`config.mk`:
```
export PLATFORM = sky130hd
export DESIGN_NAME = svpc_cfg
export DESIGN_NICKNAME = d
export VERILOG_FILES = /design/src/hw/rtl/svpc_pkg.sv /design/src/hw/rtl/svpc_cfg.sv
export SDC_FILE = /design/constraint.sdc
export NUM_CORES = 1
export LEC_CHECK = 0
export ABC_AREA = 1
export ABC_CLOCK_PERIOD_IN_PS = 900
export BUFFER_PORTS_ARGS = -buffer_cell sky130_fd_sc_hd__buf_2
export CORE_MARGIN = 1
export CORE_UTILIZATION = 34
export DETAILED_ROUTE_END_ITERATION = 10
export PLACE_DENSITY_LB_ADDON = 0.15
export SYNTH_ARGS = -nofsm -noshare
export SYNTH_HDL_FRONTEND = slang
export SYNTH_SLANG_ARGS = --single-unit
export TNS_END_PERCENT = 10
```
`constraint.sdc`:
```
create_clock -name clk -period 0.9 [get_ports clk]
set_input_delay 0.18 -clock clk [delete_from_list [all_inputs] [get_ports clk]]
set_output_delay 0.18 -clock clk [all_outputs]
set_load 0.01 [all_outputs]
```
`src/hw/rtl/svpc_pkg.sv`:
```
package svpc_pkg;

  localparam int VOLT_W     = 24;
  localparam int FRAC_W     = 16;
  localparam int PER_W      = 16;
  localparam int CMP_W      = 15;
  localparam int TERM_W     = 42;
  localparam int MAG_W      = 41;
  localparam int SUM_W      = 42;
  localparam int PROD_W     = MAG_W + PER_W;
  localparam int QUO_W      = 32;
  localparam int REM_W      = SUM_W;
  localparam int DIV_STAGES = QUO_W;
  localparam int FULL_W     = PER_W + FRAC_W;

  localparam int CFG_ADDR_W = 3;
  localparam int CFG_DATA_W = 32;
  localparam logic REG_PWM_PERIOD = 1'b0;

  localparam logic [PER_W-1:0] PERIOD_RESET = PER_W'(8400);

  localparam logic signed [TERM_W-1:0] K_SQRT3        = TERM_W'(113512);
  localparam logic signed [TERM_W-1:0] K_HALF_SQRT3   = TERM_W'(56756);
  localparam logic signed [TERM_W-1:0] K_THREE_HALVES = TERM_W'(98304);

  typedef enum logic [2:0] {
    SEC_ZERO = 3'd0,
    SEC_1    = 3'd1,
    SEC_2    = 3'd2,
    SEC_3    = 3'd3,
    SEC_4    = 3'd4,
    SEC_5    = 3'd5,
    SEC_6    = 3'd6
  } sector_t;

  typedef struct packed {
    sector_t sector;
    logic    ovm;
    logic    fault;
  } tag_t;

  typedef struct packed {
    logic [REM_W-1:0] rem;
    logic [QUO_W-1:0] num;
    logic [QUO_W-1:0] quo;
  } div_lane_t;

  typedef struct packed {
    logic             vld;
    div_lane_t        x;
    div_lane_t        y;
    logic [SUM_W-1:0] dvs;
    tag_t             tag;
  } div_stage_t;

  // One restoring step: shift in the next numerator bit, subtract if it fits.
  function automatic div_lane_t lane_step(div_lane_t l, logic [SUM_W-1:0] d);
    logic [REM_W:0] trial;
    logic           fits;
    div_lane_t      r;
    trial = {l.rem, l.num[QUO_W-1]};
    fits  = trial >= {1'b0, d};
    r.rem = fits ? REM_W'(trial - {1'b0, d}) : REM_W'(trial);
    r.num = {l.num[QUO_W-2:0], 1'b0};
    r.quo = {l.quo[QUO_W-2:0], fits};
    return r;
  endfunction

  function automatic div_stage_t stage_step(div_stage_t s);
    div_stage_t r;
    r   = s;
    r.x = lane_step(s.x, s.dvs);
    r.y = lane_step(s.y, s.dvs);
    return r;
  endfunction

endpackage

```
`src/hw/rtl/svpc_cfg.sv`:
```
module svpc_cfg import svpc_pkg::*; (
  input  logic                  clk,
  input  logic                  rst_n,
  input  logic                  psel,
  input  logic                  penable,
  input  logic                  pwrite,
  input  logic [CFG_ADDR_W-1:0] paddr,
  input  logic [CFG_DATA_W-1:0] pwdata,
  output logic [CFG_DATA_W-1:0] prdata,
  output logic                  pready,
  output logic [PER_W-1:0]      pwm_period
);

  logic [PER_W-1:0] pwm_period_r;
  logic             hit;

  assign pready = 1'b1;
  assign hit    = paddr[CFG_ADDR_W-1] == REG_PWM_PERIOD;

  always_ff @(posedge clk) begin
    if (!rst_n) begin
      pwm_period_r <= PERIOD_RESET;
    end else if (psel && penable && pwrite && pready && hit) begin
      pwm_period_r <= pwdata[PER_W-1:0];
    end
  end

  assign prdata     = hit ? CFG_DATA_W'(pwm_period_r) : '0;
  assign pwm_period = pwm_period_r;

endmodule

```
# --- Word level (Yosys, flattened, before mapping) ---
# Cells that the tools add are included.
totals:
  wordCells: 6
  ff_bits: 16
  input_bits: 40
  output_inout_bits: 49
classes:
  mux: 1
  n_reduce_logical: 3
  n_bitwise: 1
ops:
  columns: ["op", "n"]
  rows:
  - ["two-way mux 16 bit", 1]
  - ["logical AND 1 bit", 3]
  - ["NOT 1 bit", 1]

# --- Depth between registers and ports, before layout ---
depth:
  ltp_word: 3
  depth_mapped: 7
  depth_no_buf: 5

# --- Worst setup path before layout ---
# Ideal clock, no wire load.
synth_path:
  path_kind: "input-to-reg"
  start: "in paddr[2]"
  end: "reg pwm_period_r[1] (netlist: pwm_period[1])"
  t_arrival_ns: 0.760
  cell_stages: 6
  t_required_ns: 0.788
  n_path_buf: 2
  slack_ns: 0.028
  setup_ns: 0.112
  path_cell_list: "buf_6 -> nor2_2 -> buf_4 -> nand3_1 -> nand2_1 -> nor2_2"
synth_via:
  elab_chain_cells: 2
synth_lines:
  columns: ["item", "line", "text"]
  rows:
  - ["from (decl)", "svpc_cfg.sv:7", "input logic [CFG_ADDR_W-1:0] paddr,"]
  - ["NOT 1 bit", "svpc_cfg.sv:18", "assign hit = paddr[CFG_ADDR_W-1] == REG_PWM_PERIOD;"]
  - ["logical AND 1 bit", "svpc_cfg.sv:23", "end else if (psel && penable && pwrite && pready && hit) begin"]
  - ["to (signal assigned)", "svpc_cfg.sv:24", "pwm_period_r <= pwdata[PER_W-1:0];"]
  - ["to (decl)", "svpc_cfg.sv:14", "logic [PER_W-1:0] pwm_period_r;"]
# Every way passes these cells.
# A chain may end at the register's enable or synchronous reset.

# --- Final worst setup path ---
layout_path:
  start: "reg pwm_period_r[9] (netlist: pwm_period[9])"
  end: "out prdata[9]"
layout_via:
  elab_chain_cells: 1
layout_lines:
  columns: ["item", "line", "text"]
  rows:
  - ["two-way mux 16 bit", "svpc_cfg.sv:28", "assign prdata = hit ? CFG_DATA_W'(pwm_period_r) : '0;"]
  - ["to (decl)", "svpc_cfg.sv:9", "output logic [CFG_DATA_W-1:0] prdata,"]
# Every way passes these cells.

==> results by group <==
Detailed routing
  – Via count: 969
  – Wire length after detailed routing: 2130 um
  – DR WL/cell: 8.85 um
  – Routed Antenna Nets: 0
  – DRC Markers: 0
  – 1st-iter DRT viols: 17
  – Pre-Repair DR Iteration Count: 4
  – Via/cell ratio: between 4 and 5

Clock network
  – CTS Buf Count: 3
  – Clock tree buffer depth: 2
  – Clock root buffer: clkbuf_4
  – Htree depth: 1
  – Worst-skew pair later-pin latency: around 0.28 ns
  – Num Clock Sinks: 16
  – TritonCTS clock tree: built
  – Clk slew on worst S/H paths: 0.10 ns

Power and ir drop
  – Pwr per Cell Area: 1180 mW/mm2
  – Leak: 0.806 nW
  – Worst ir drop on vdd: approximately 0.74 mV

Timing
  – PnR worst setup slack: -0.181 ns
  – Period utilization: 1.20
  – F_max: 0.925 GHz
  – Tmin final: 1.08 ns
  – RSZ-0062 raised after global routing: true
  – Final Max Tran Viols: 0
  – Setup-failing EPs final: 32
  – Layout Skew: 0 ns
  – Hold Vio Cnt, Final: 0

Cells and area
  – Final Non-Filler Cells: 241
  – Area grow syn2layout: 33.5%
  – Max reg flops: 16
  – Most common cell after layout, fill and taps aside: buf_2
  – Ratio of cells with drive above 1 in the final layout: 0.495
  – Fill count: 320
  – Commonest cells after routing, fill and taps aside: buf_2 (48), inv_1 (27), nor2_1 (25), nand2_1 (21), conb_1 (17)
  – Nets: 251
  – # diodes: 0

GRT
  – Global-route usage over all layers: 0.136
  – Congestion Overflow GR: 0
  – First-pass GRT wire length: 3470 um
  – Initial antenna violation count: 0
  – Vias in the first global route: 817
  – Largest net degree at the start of global routing: 17

Critical path
  – Reg2reg end: pwm_period[1]
  – Critical setup path kind: reg2out
  – Setup crit start kind: register
  – FF-to-FF Start: pwm_period[1]
  – Critical path peak fanout: 3
  – Flop2flop setup slack: between 0.15 and 0.2 ns
  – CP required: 0.72 ns
  – CP arrival: 0.90 ns
  – Reg2Reg Depth: 3
  – Setup crit end kind: output pin

Place
  – Placed Cells: 236
  – Final HPWL DP: 1640 um
  – Post-Place Worst Slack: -0.0609 ns
  – # port buffers: 53
  – RePlAce Congestion: 0.695

Die
  – Row count: 19
  – Initial core utilization: 0.362
  – IO Count: 89
  – Die Wd: 56.4 um
  – Core Footprint: 0.00278 mm2
  – Die span in y: 56.4 um
  – Die area: 0.00318 mm2

Job
  – Max-Cap Viols: 0

Min path
  – Hold path depth: 3
  – WHS Endpoint: pwm_period[4]
  – Worst Hold Class: in2reg
  – HP Start: pwdata[4]

Logic synthesis
  – Seq/Total Area, Yosys: 0.318
  – Syn avg cell area: 6.53 um2
  – Mapped Cells: 154
  – Yosys warning total: 0
  – Yosys cell types: 16
  – Flops & latches, synth: 16
  – Cell area after synthesis: roughly 0.0010 mm2

Outcome
  – Status: finished with violations
  – Failing checks: negative setup slack
[cells by family (layout without fill, tap and decap cells)]
family | after synthesis | after routing | share of synthesized area
buffers and inverters | 55 | 96 | 0.294
DFF | 16 | 16 | 0.318
other | 2 | 17 | 0.00747
and+or+nand+nor | 81 | 81 | 0.381
[timing repair]
action                                  in CTS  in global routing
setup buffers                                0                  1
resized for setup                           17                 10
hold endpoints to repair                     0                  0
endpoints found under the setup margin      32                 32
hold buffers                                 0                  0
pin swaps                                    0                  3
[where the power goes]
part | switching (W) | total (W) | internal [W] | leakage, nW
clock | 0.000242 | 0.000488 | 0.000246 | 0.0210
sequential | 0.0000213 | 0.000759 | 0.000738 | 0.134
combinational | 0.000193 | 0.000335 | 0.000141 | 0.651
[how the worst max path moves through the flow]
stage                endpoint  slack, ns  depth (start not counted)     startpoint
2_1_floorplan   pwm_period[1]       0.03                          6       paddr[2]
3_3_place_gp    pwm_period[9]      -0.04                          7         pwrite
3_5_place_dp   pwm_period[10]      -0.06                          7         pwrite
4_1_cts             prdata[3]      -0.18                          3  pwm_period[3]
5_1_grt             prdata[3]      -0.24                          3  pwm_period[3]
6_report            prdata[9]      -0.18                          3  pwm_period[9]
[worst max-delay path, cell delays in order, from the launching register on]
cell	delay, ns
dfxtp_2	0.37
inv_1	0.04
nor2_1	0.08
buf_2	0.13
[routing by layer]
layer  track usage  vias to the layer above  share of wire
met5             0                        -              0
met1         0.166                      412           0.44
li1              -                      518              -
met3        0.0161                        2          0.048
met4        0.0523                        0          0.013
met2         0.243                       37           0.50
[synth_stat cells, drive strengths merged]
| master | count | area, um2 |
|---|---|---|
| nor2 | 42 | 206 |
| nand3 | 16 | 80.1 |
| conb | 2 | 7.51 |
| clkbuf | 2 | 7.51 |
| inv | 31 | 116 |
| nand2 | 23 | 96.4 |
| buf | 22 | 171 |
| dfxtp | 16 | 320 |
[area by class of cell]
type | instances | area [um2] | share of cell area
Sequential cell | 16 | 340 | 0.253
Multi-Input combinational cell | 98 | 454 | 0.338
Inverter | 31 | 116 | 0.0867
Clock buffer | 4 | 36.3 | 0.0270
Tap cell | 31 | 38.8 | 0.0289
Timing Repair Buffer | 61 | 357 | 0.266
[per-stage QoR]
| stage | total power [W] | util | instance area [um2] | hold WS [ns] | TNS, ns |
|---|---|---|---|---|---|
| floorplan | 0.00102 | - | 1060 | 0.306 | 0 |
| global placement | 0.00109 | 0.446 | 1240 | 0.395 | -0.408 |
| detailed placement | 0.00109 | 0.446 | 1240 | 0.403 | -0.663 |
| CTS | 0.00157 | 0.468 | 1300 | 0.110 | -3.31 |
| global route | 0.00167 | 0.483 | 1340 | 0.111 | -4.78 |
| finish | 0.00158 | 0.483 | 1340 | 0.103 | -3.17 |
No activity file was read; power rests on OpenSTA's default activity.
