`src/hw/rtl/svpc_pkg.sv`:
```
package svpc_pkg;

  localparam int VOLT_W     = 24;
  localparam int FRAC_W     = 16;
  localparam int PER_W      = 16;
  localparam int CMP_W      = 15;
  localparam int TERM_W     = 42;
  localparam int MAG_W      = 41;
  localparam int SUM_W      = 42;
  localparam int PROD_W     = MAG_W + PER_W;
  localparam int QUO_W      = 32;
  localparam int REM_W      = SUM_W;
  localparam int DIV_STAGES = QUO_W;
  localparam int FULL_W     = PER_W + FRAC_W;

  localparam int CFG_ADDR_W = 3;
  localparam int CFG_DATA_W = 32;
  localparam logic REG_PWM_PERIOD = 1'b0;

  localparam logic [PER_W-1:0] PERIOD_RESET = PER_W'(8400);

  localparam logic signed [TERM_W-1:0] K_SQRT3        = TERM_W'(113512);
  localparam logic signed [TERM_W-1:0] K_HALF_SQRT3   = TERM_W'(56756);
  localparam logic signed [TERM_W-1:0] K_THREE_HALVES = TERM_W'(98304);

  typedef enum logic [2:0] {
    SEC_ZERO = 3'd0,
    SEC_1    = 3'd1,
    SEC_2    = 3'd2,
    SEC_3    = 3'd3,
    SEC_4    = 3'd4,
    SEC_5    = 3'd5,
    SEC_6    = 3'd6
  } sector_t;

  typedef struct packed {
    sector_t sector;
    logic    ovm;
    logic    fault;
  } tag_t;

  typedef struct packed {
    logic [REM_W-1:0] rem;
    logic [QUO_W-1:0] num;
    logic [QUO_W-1:0] quo;
  } div_lane_t;

  typedef struct packed {
    logic             vld;
    div_lane_t        x;
    div_lane_t        y;
    logic [SUM_W-1:0] dvs;
    tag_t             tag;
  } div_stage_t;

  // One restoring step: shift in the next numerator bit, subtract if it fits.
  function automatic div_lane_t lane_step(div_lane_t l, logic [SUM_W-1:0] d);
    logic [REM_W:0] trial;
    logic           fits;
    div_lane_t      r;
    trial = {l.rem, l.num[QUO_W-1]};
    fits  = trial >= {1'b0, d};
    r.rem = fits ? REM_W'(trial - {1'b0, d}) : REM_W'(trial);
    r.num = {l.num[QUO_W-2:0], 1'b0};
    r.quo = {l.quo[QUO_W-2:0], fits};
    return r;
  endfunction

  function automatic div_stage_t stage_step(div_stage_t s);
    div_stage_t r;
    r   = s;
    r.x = lane_step(s.x, s.dvs);
    r.y = lane_step(s.y, s.dvs);
    return r;
  endfunction

endpackage

```
`src/hw/rtl/svpc_if.sv`:
```


interface svpc_out_if import svpc_pkg::*; ();
  logic             valid;
  logic             ready;
  logic [CMP_W-1:0] compare_a;
  logic [CMP_W-1:0] compare_b;
  logic [CMP_W-1:0] compare_c;
  logic             overmodulated;
  logic             bus_fault;

  modport source (output valid, compare_a, compare_b, compare_c, overmodulated, bus_fault,
                  input ready);
  modport sink   (input valid, compare_a, compare_b, compare_c, overmodulated, bus_fault,
                  output ready);
endinterface

```
`src/hw/rtl/svpc_back.sv`:
```
module svpc_back import svpc_pkg::*; (
  input  logic              clk,
  input  logic              rst_n,
  input  logic              adv,
  input  div_stage_t        quo,
  input  logic [PER_W-1:0]  pwm_period,
  svpc_out_if.source        out_ch
);

  logic [FULL_W-1:0] full;

  logic              v1_r, v2_r, v3_r;
  logic [FULL_W-1:0] tx1_r, ty1_r;
  tag_t              tag1_r, tag2_r;
  logic [FULL_W-1:0] tx_c, room, ty_c;

  logic [FULL_W-1:0] t0_r, hx_r, hy_r;

  logic [FULL_W-1:0] ta, tb, tc;
  logic [CMP_W-1:0]  ca, cb, cc;
  logic [CMP_W-1:0]  cmp_a_nxt, cmp_b_nxt, cmp_c_nxt;
  logic              zero;
  logic [CMP_W-1:0]  cmp_a_r, cmp_b_r, cmp_c_r;
  logic              ovm_r, fault_r;

  assign full = {pwm_period, {FRAC_W{1'b0}}};

  always_ff @(posedge clk) begin
    if (!rst_n) begin
      v1_r <= 1'b0;
      v2_r <= 1'b0;
      v3_r <= 1'b0;
    end else if (adv) begin
      v1_r <= quo.vld;
      v2_r <= v1_r;
      v3_r <= v2_r;
    end
  end

  // clamp the active times into the period
  assign tx_c = (quo.x.quo > full) ? full : quo.x.quo;
  assign room = full - tx_c;
  assign ty_c = (quo.y.quo > room) ? room : quo.y.quo;

  always_ff @(posedge clk) begin
    if (adv) begin
      tx1_r  <= tx_c;
      ty1_r  <= ty_c;
      tag1_r <= quo.tag;
    end
  end

  always_ff @(posedge clk) begin
    if (adv) begin
      t0_r   <= full - tx1_r - ty1_r;
      hx_r   <= tx1_r >> 1;
      hy_r   <= ty1_r >> 1;
      tag2_r <= tag1_r;
    end
  end

  assign ta = t0_r >> 2;
  assign tb = ta + hx_r;
  assign tc = tb + hy_r;
  assign ca = ta[FRAC_W+CMP_W-1:FRAC_W];
  assign cb = tb[FRAC_W+CMP_W-1:FRAC_W];
  assign cc = tc[FRAC_W+CMP_W-1:FRAC_W];
  assign zero = tag2_r.fault || (tag2_r.sector == SEC_ZERO);

  always_comb begin
    unique case (tag2_r.sector)
      SEC_1:   begin cmp_a_nxt = cb; cmp_b_nxt = ca; cmp_c_nxt = cc; end
      SEC_2:   begin cmp_a_nxt = ca; cmp_b_nxt = cc; cmp_c_nxt = cb; end
      SEC_3:   begin cmp_a_nxt = ca; cmp_b_nxt = cb; cmp_c_nxt = cc; end
      SEC_4:   begin cmp_a_nxt = cc; cmp_b_nxt = cb; cmp_c_nxt = ca; end
      SEC_5:   begin cmp_a_nxt = cc; cmp_b_nxt = ca; cmp_c_nxt = cb; end
      SEC_6:   begin cmp_a_nxt = cb; cmp_b_nxt = cc; cmp_c_nxt = ca; end
      default: begin cmp_a_nxt = '0; cmp_b_nxt = '0; cmp_c_nxt = '0; end
    endcase
  end

  always_ff @(posedge clk) begin
    if (adv) begin
      cmp_a_r <= zero ? '0 : cmp_a_nxt;
      cmp_b_r <= zero ? '0 : cmp_b_nxt;
      cmp_c_r <= zero ? '0 : cmp_c_nxt;
      ovm_r   <= tag2_r.ovm && !zero;
      fault_r <= tag2_r.fault;
    end
  end

  assign out_ch.valid         = v3_r;
  assign out_ch.compare_a     = cmp_a_r;
  assign out_ch.compare_b     = cmp_b_r;
  assign out_ch.compare_c     = cmp_c_r;
  assign out_ch.overmodulated = ovm_r;
  assign out_ch.bus_fault     = fault_r;

endmodule
```
`src/flat_wrapper.sv`:
```
// flat-port wrapper written by rule: the top's interface ports become plain ports
module svpc_back_flat import svpc_pkg::*;
  (clk, rst_n, adv, quo, pwm_period, out_ch_valid, out_ch_compare_a, out_ch_compare_b, out_ch_compare_c, out_ch_overmodulated, out_ch_bus_fault, out_ch_ready);
  svpc_out_if out_ch_i ();
  input  logic clk;
  input  logic rst_n;
  input  logic adv;
  input  div_stage_t quo;
  input  logic [PER_W-1:0] pwm_period;
  output wire logic [$bits(out_ch_i.valid)-1:0] out_ch_valid;
  output wire logic [$bits(out_ch_i.compare_a)-1:0] out_ch_compare_a;
  output wire logic [$bits(out_ch_i.compare_b)-1:0] out_ch_compare_b;
  output wire logic [$bits(out_ch_i.compare_c)-1:0] out_ch_compare_c;
  output wire logic [$bits(out_ch_i.overmodulated)-1:0] out_ch_overmodulated;
  output wire logic [$bits(out_ch_i.bus_fault)-1:0] out_ch_bus_fault;
  input wire logic [$bits(out_ch_i.ready)-1:0] out_ch_ready;
  assign out_ch_valid = out_ch_i.valid;
  assign out_ch_compare_a = out_ch_i.compare_a;
  assign out_ch_compare_b = out_ch_i.compare_b;
  assign out_ch_compare_c = out_ch_i.compare_c;
  assign out_ch_overmodulated = out_ch_i.overmodulated;
  assign out_ch_bus_fault = out_ch_i.bus_fault;
  assign out_ch_i.ready = out_ch_ready;
  svpc_back u_core (.clk(clk), .rst_n(rst_n), .adv(adv), .quo(quo), .pwm_period(pwm_period), .out_ch(out_ch_i));
endmodule
```
`config.mk`:
```
export PLATFORM = sky130hd
export DESIGN_NAME = svpc_back_flat
export DESIGN_NICKNAME = d
export VERILOG_FILES = /design/src/hw/rtl/svpc_pkg.sv /design/src/hw/rtl/svpc_if.sv /design/src/hw/rtl/svpc_back.sv /design/src/flat_wrapper.sv
export SDC_FILE = /design/constraint.sdc
export NUM_CORES = 1
export LEC_CHECK = 0
export ABC_AREA = 1
export BUFFER_PORTS_ARGS = -buffer_cell sky130_fd_sc_hd__buf_2
export CORE_ASPECT_RATIO = 0.7
export CORE_UTILIZATION = 30
export CTS_CLUSTER_SIZE = 14
export DETAILED_ROUTE_END_ITERATION = 7
export GPL_ROUTABILITY_DRIVEN = 0
export GPL_TIMING_DRIVEN = 0
export PLACE_DENSITY = 0.52
export SYNTH_ARGS = -nofsm -noshare
export SYNTH_HDL_FRONTEND = slang
export SYNTH_SLANG_ARGS = --single-unit
```
`constraint.sdc`:
```
create_clock -name clk -period 4.7 [get_ports clk]
set_input_delay 0.47 -clock clk [delete_from_list [all_inputs] [get_ports clk]]
set_output_delay 0.47 -clock clk [all_outputs]
set_load 0.005 [all_outputs]
```
# After elaboration in Yosys (flattened, before gate mapping)
# Index checks and enable logic that the tools add are counted.
# Widths: inputs -> output; s select.
[totals] wordCells=50 register_bits=218 out_inout_bits=48 in_bits=280
[op_classes] n_eq_ne=6 n_addsub=5 n_mux=5 magnitude_cmp=2 reduce_logical=13
[op_table] cell="$pmux 15 s3" count=3
[op_table] cell="$sub 32x32->32" count=3
[op_table] cell="$gt 32x32->1" count=2
[op_table] cell="$mux 32" count=2
[op_table] cell="$add 30x31->31" count=1
[op_table] cell="$add 31x31->31" count=1
[op_table] cell="$reduce_or 2->1" count=9
[op_table] cell="$eq 3x3->1 const B" count=3
[op_table] cell="$eq 3x2->1 const B" count=2
[op_table] cell="$eq 3x1->1 const B" count=1
[op_table] cell="$logic_not 3->1" count=1
[op_table] cell="$logic_and 1x1->1" count=1
[op_table] cell="$logic_not 1->1" count=1
[op_table] cell="$logic_or 1x1->1" count=1

# Longest topological paths before layout
[depth] word_depth=5 ltp_mapped=40 ltp_nobuf=37

# Least setup slack after synthesis
# No wires, ideal clock.
[synth_path] kind="in2reg" startpoint="in pwm_period[15]" endpoint="reg u_core.ty1_r[5] (data pin)" required_time_ns=4.437 path_buffers=4 cell_stages=29 t_arrival_ns=4.687 setup_ns=0.263 path_slack_ns=-0.251 path_cell_list="inv_1 > ha_1 > nand4_1 > nor2_2 > nand4_1 > nand2_2 > buf_12 > inv_4 > clkbuf_1 > or2_2 > o21ai_2 > ha_1 > a21oi_2 > o21ai_1 > a21oi_1 > o21ai_1 > a21oi_1 > o21a_1 > nand2_1 > nand2_1 > nand2_1 > ha_1 > nand4_1 > nor4_1 > nand3_1 > nand2_1 > buf_2 > buf_2 > o21ai_0"
[synth_via] elab_chain_cells=5
[synth_rtl] element="from (decl)" line_no="flat_wrapper.sv:9" rtl="input logic [PER_W-1:0] pwm_period;"
[synth_rtl] element="$gt 32x32->1" line_no="svpc_back.sv:41" rtl="assign tx_c = (quo.x.quo > full) ? full : quo.x.quo;"
[synth_rtl] element="$mux 32" line_no="svpc_back.sv:41"
[synth_rtl] element="$sub 32x32->32 *" line_no="svpc_back.sv:42" rtl="assign room = full - tx_c;"
[synth_rtl] element="$gt 32x32->1" line_no="svpc_back.sv:43" rtl="assign ty_c = (quo.y.quo > room) ? room : quo.y.quo;"
[synth_rtl] element="$mux 32 *" line_no="svpc_back.sv:43"
[synth_rtl] element="via u_core.ty_c[5]" line_no="svpc_back.sv:15" rtl="logic [FULL_W-1:0] tx_c, room, ty_c;"
[synth_rtl] element="to (signal assigned)" line_no="svpc_back.sv:48" rtl="ty1_r <= ty_c;"
[synth_rtl] element="to (decl)" line_no="svpc_back.sv:13" rtl="logic [FULL_W-1:0] tx1_r, ty1_r;"
# Mark *: on every way through the listed nets, which the timed path passes. The rest lies on a longest branch.
# A chain may end at the register's enable or synchronous reset.

# Final worst setup path
[layout_path] startpoint="in quo[182] (netlist bit)" endpoint="reg u_core.ty1_r[25] (data pin)"
[layout_via] elab_chain_cells=5
[layout_rtl] element="from (decl)" line_no="flat_wrapper.sv:8" rtl="input div_stage_t quo;"
[layout_rtl] element="$gt 32x32->1" line_no="svpc_back.sv:41"
[layout_rtl] element="$mux 32 *" line_no="svpc_back.sv:41"
[layout_rtl] element="$sub 32x32->32 *" line_no="svpc_back.sv:42"
[layout_rtl] element="$gt 32x32->1" line_no="svpc_back.sv:43"
[layout_rtl] element="$mux 32 *" line_no="svpc_back.sv:43"
[layout_rtl] element="via u_core.ty_c[25]" line_no="svpc_back.sv:15"
# Marked as above.

==> results.toml <==
[pwr]
cellLeakagePower_nw = 9.23
power_per_cell_area_mw_per_mm2 = 637
ir_worst_vdd_uv = 301

[worst_setup_path]
critical_path.most_common_cell = "sky130_fd_sc_hd__nand2_2"
crit_path_start_kind = "input pin"
classification_of_the_worst_setup_path = "in2reg"
timing.critical_path.fanout_max = 5
reg2reg_slack_ns = 0.25
worst-r2r-cell-count = 19
cp_data_arrival_time_ns = 5.18
critical_path.reg2reg.startpoint = "u_core.t0_r[20]"
critPathCaptureType = "flip-flop"
reg2reg_to = "u_core.out_ch.compare_b[12]"
worst_path_max_delay_cell = "sky130_fd_sc_hd__nor4_4"
critical-path-max-stage-delay_ns = 0.43
cp_data_required_time_ns = 5.01

[sta]
setup-violations-final = 32
hold_viol_final = 0
final_period_minus_worst_setup_slack_ns = 4.87
slew_headroom = 0.552
worst_slack_ns = -0.168
final.period_utilization = 1.04
tightest_pin_transition_ns = 0.673
finClkSkew_ns = 0.0165
highest_clock_rate_mhz = 205
slew_violations = 0
rsz0062_at_grt = "true"

[logic_synthesis]
synth_top_cell_area_share = 0.384
synth-async-reset-ratio = 0
synth.distinct_cells = 55
synthMostInstantiatedCell = "sky130_fd_sc_hd__nand2_1"
post_synth_inst_count = 2009
netlist_top_cells_area = "sky130_fd_sc_hd__edfxtp_1 (38%), sky130_fd_sc_hd__ha_1 (13%), sky130_fd_sc_hd__nand2_1 (11%)"
netlist_area_mm2 = 0.0167
post_synth_net_total = 2473
number_of_flops_mapped_to_enable_cells_by_yosys = 213
total_of_flip_flops_plus_latches_after_synthesis = 216
ys_seq_area_frac = 0.388
synth-main-ff-cell = "sky130_fd_sc_hd__edfxtp_1"
ys_top_cells_by_count = "sky130_fd_sc_hd__nand2_1 (470), sky130_fd_sc_hd__inv_1 (281), sky130_fd_sc_hd__edfxtp_1 (213)"
synthesis.area_per_instance_um2 = 8.29
synth.largest_area_cell = "sky130_fd_sc_hd__edfxtp_1"
synth-warning-count = 0

[cts]
cts_tree = "done"
cts_inserted_buffers = 24
cts-root-buf = "sky130_fd_sc_hd__clkbuf_16"
ctsHtreeMaxLevel = 1
clock_insertion_delay_worst_skew_ns = 0.56
cts.sinks = 216
cts.reportedPaths.clkPinSlew_ns = 0.06
clockBufferDepth = 3

[grt]
grt_usage = 0.174
grt_pass1_vias = 14100
grt_first_pass_wirelength_um = 76900
grt_max_degree = 132
gr-total-overflow = 0
grt_antenna_before_repair = 0

[drt]
avgRoutedWirePerCell_um = 17.1
vias_per_cell = 4.92
detail_route.first_pass.iterations = 6
dr.first_iter.drc_count = 1128
detailroute.via_count = 14600
ant_nets = 0
drc_errors = 0
postRouteWirelength_um = 50400

[floorplanning]
design.portCount = 328
starting_density_of_the_core = 0.307
die_h_um = 199
die_x_um = 284
fp.dieArea_mm2 = 0.0565
core_region_mm2 = 0.0543
std_cell_rows = 71

[finish]
layout-area-overhead-vs-synth_pct = 22.7
stdcell_count = 2957
final.fill_count = 5482
design.final.nets = 2673
layout-drive-gt1-share = 0.197
n_antenna_cell = 0

[worst_hold_path]
hold-path-cell-count = 1
worstHoldEndpoint = "u_core.tag1_r[3]"
worst_hold_path_type = "in2reg"
hold_start = "quo[3]"

[placed_design]
place_hpwl_um = 40600
placedCellCount = 2876
placement.setup.worst_slack_ns = -1.51
port-buffer-count = 136

[outcome]
violations = "negative setup slack"
run_status = "complete, but fails checks"

[run]
number_of_max_cap_violations = 0
==> repair_timing <==
action / CTS / global route
gates cloned: 2 / 2
gates resized for setup: 97 / 88
endpoints found under the setup margin: 32 / 38
pin swaps: 27 / 32
hold buffers: 0 / 0
setup buffers: 22 / 12
==> stage by stage <==
stage | TNS, ns | util | hold slack (ns) | power [mW] | cell area, um^2
2_1_floorplan | -0.310 | - | 0.400 | 8.37 | 16900
6_report | -3.64 | 0.377 | 0.103 | 13.0 | 20400
3_5_place_dp | -46.02 | 0.342 | 0.408 | 10.6 | 18600
4_1_cts | -1.45 | 0.367 | 0.0799 | 12.7 | 19900
5_1_grt | -9.28 | 0.377 | 0.0778 | 14.1 | 20400
3_3_place_gp | -46.13 | 0.341 | 0.408 | 10.5 | 18500
==> how the worst max path moves through the flow <==
stage               slack [ns]  cells past startpoint          endpoint           start
global route             -0.34                     29  u_core.ty1_r[27]        quo[183]
CTS                      -0.09                     33  u_core.ty1_r[22]  pwm_period[15]
finish                   -0.17                     31  u_core.ty1_r[25]        quo[182]
global placement         -1.52                     35  u_core.ty1_r[26]  pwm_period[11]
floorplan                -0.02                     34  u_core.ty1_r[21]  pwm_period[11]
detailed placement       -1.51                     34   u_core.ty1_r[4]  pwm_period[11]
==> power breakdown <==
part,switching [mW],internal (mW),total (mW)
clock,0.799,1.06,1.86
sequential,0.346,2.76,3.11
combinational,5.15,2.90,8.05
total,6.30,6.73,13.0
==> flip-flops by register name (all words and copies together) (netlist names), 5 cells and up <==
name	flops
u_core.hx_r	31
u_core.hy_r	31
u_core.out_ch.compare_a	15
u_core.out_ch.compare_b	15
u_core.out_ch.compare_c	15
u_core.t0_r	30
u_core.tag1_r	5
u_core.tag2_r	5
u_core.tx1_r	32
u_core.ty1_r	32
==> worst max-delay path: cells and delay by family <==
| kind | cells | cell delay [ns] |
|---|---|---|
| fa+ha+maj | 3 | 0.78 |
| compound gates | 6 | 0.79 |
| simple gates | 14 | 2.18 |
| buf+inv | 8 | 0.93 |
==> cell usage in the layout, fill, tap and decap left out, types with 34 or more instances in the layout <==
master / synthesis / routed
sky130_fd_sc_hd__buf_2: 9 / 123
sky130_fd_sc_hd__buf_4: 1 / 34
sky130_fd_sc_hd__xor2_1: 43 / 43
sky130_fd_sc_hd__a21oi_1: 154 / 145
sky130_fd_sc_hd__nor2_1: 130 / 124
sky130_fd_sc_hd__nand3_1: 164 / 147
sky130_fd_sc_hd__inv_1: 281 / 263
sky130_fd_sc_hd__nand2_2: 7 / 44
sky130_fd_sc_hd__nand2_1: 470 / 432
sky130_fd_sc_hd__ha_1: 167 / 139
sky130_fd_sc_hd__o21ai_0: 71 / 64
sky130_fd_sc_hd__edfxtp_1: 213 / 213
==> metal layers <==
| layer | share of wire | vias to the layer above | track usage |
|---|---|---|---|
| li1 | - | 7211 | - |
| met1 | 0.50 | 6794 | 0.261 |
| met2 | 0.40 | 483 | 0.259 |
| met3 | 0.075 | 74 | 0.0275 |
| met4 | 0.022 | 0 | 0.0408 |
| met5 | 0 | - | 0 |
==> kinds of logic (layout without fill, tap and decap cells) <==
family / after synthesis / in the layout / synth area share
simple gates: 881 / 881 / 0.234
compound gates: 341 / 341 / 0.120
buf+inv: 318 / 536 / 0.0751
flops: 216 / 216 / 0.388
fa+ha+maj: 184 / 184 / 0.146
xor+xnor: 69 / 69 / 0.0381
==> area by class of cell <==
class / count / area (um^2) / share of cell area
Tap cell: 730 / 913 / 0.0447
Inverter: 293 / 1150 / 0.0561
Timing Repair Buffer: 175 / 1230 / 0.0600
Clock buffer: 29 / 619 / 0.0303
Clock inverter: 15 / 158 / 0.00771
Buffer: 24 / 226 / 0.0111
Multi-Input combinational cell: 1475 / 9690 / 0.474
Sequential cell: 216 / 6460 / 0.316
No activity file was read; power rests on OpenSTA's default activity.
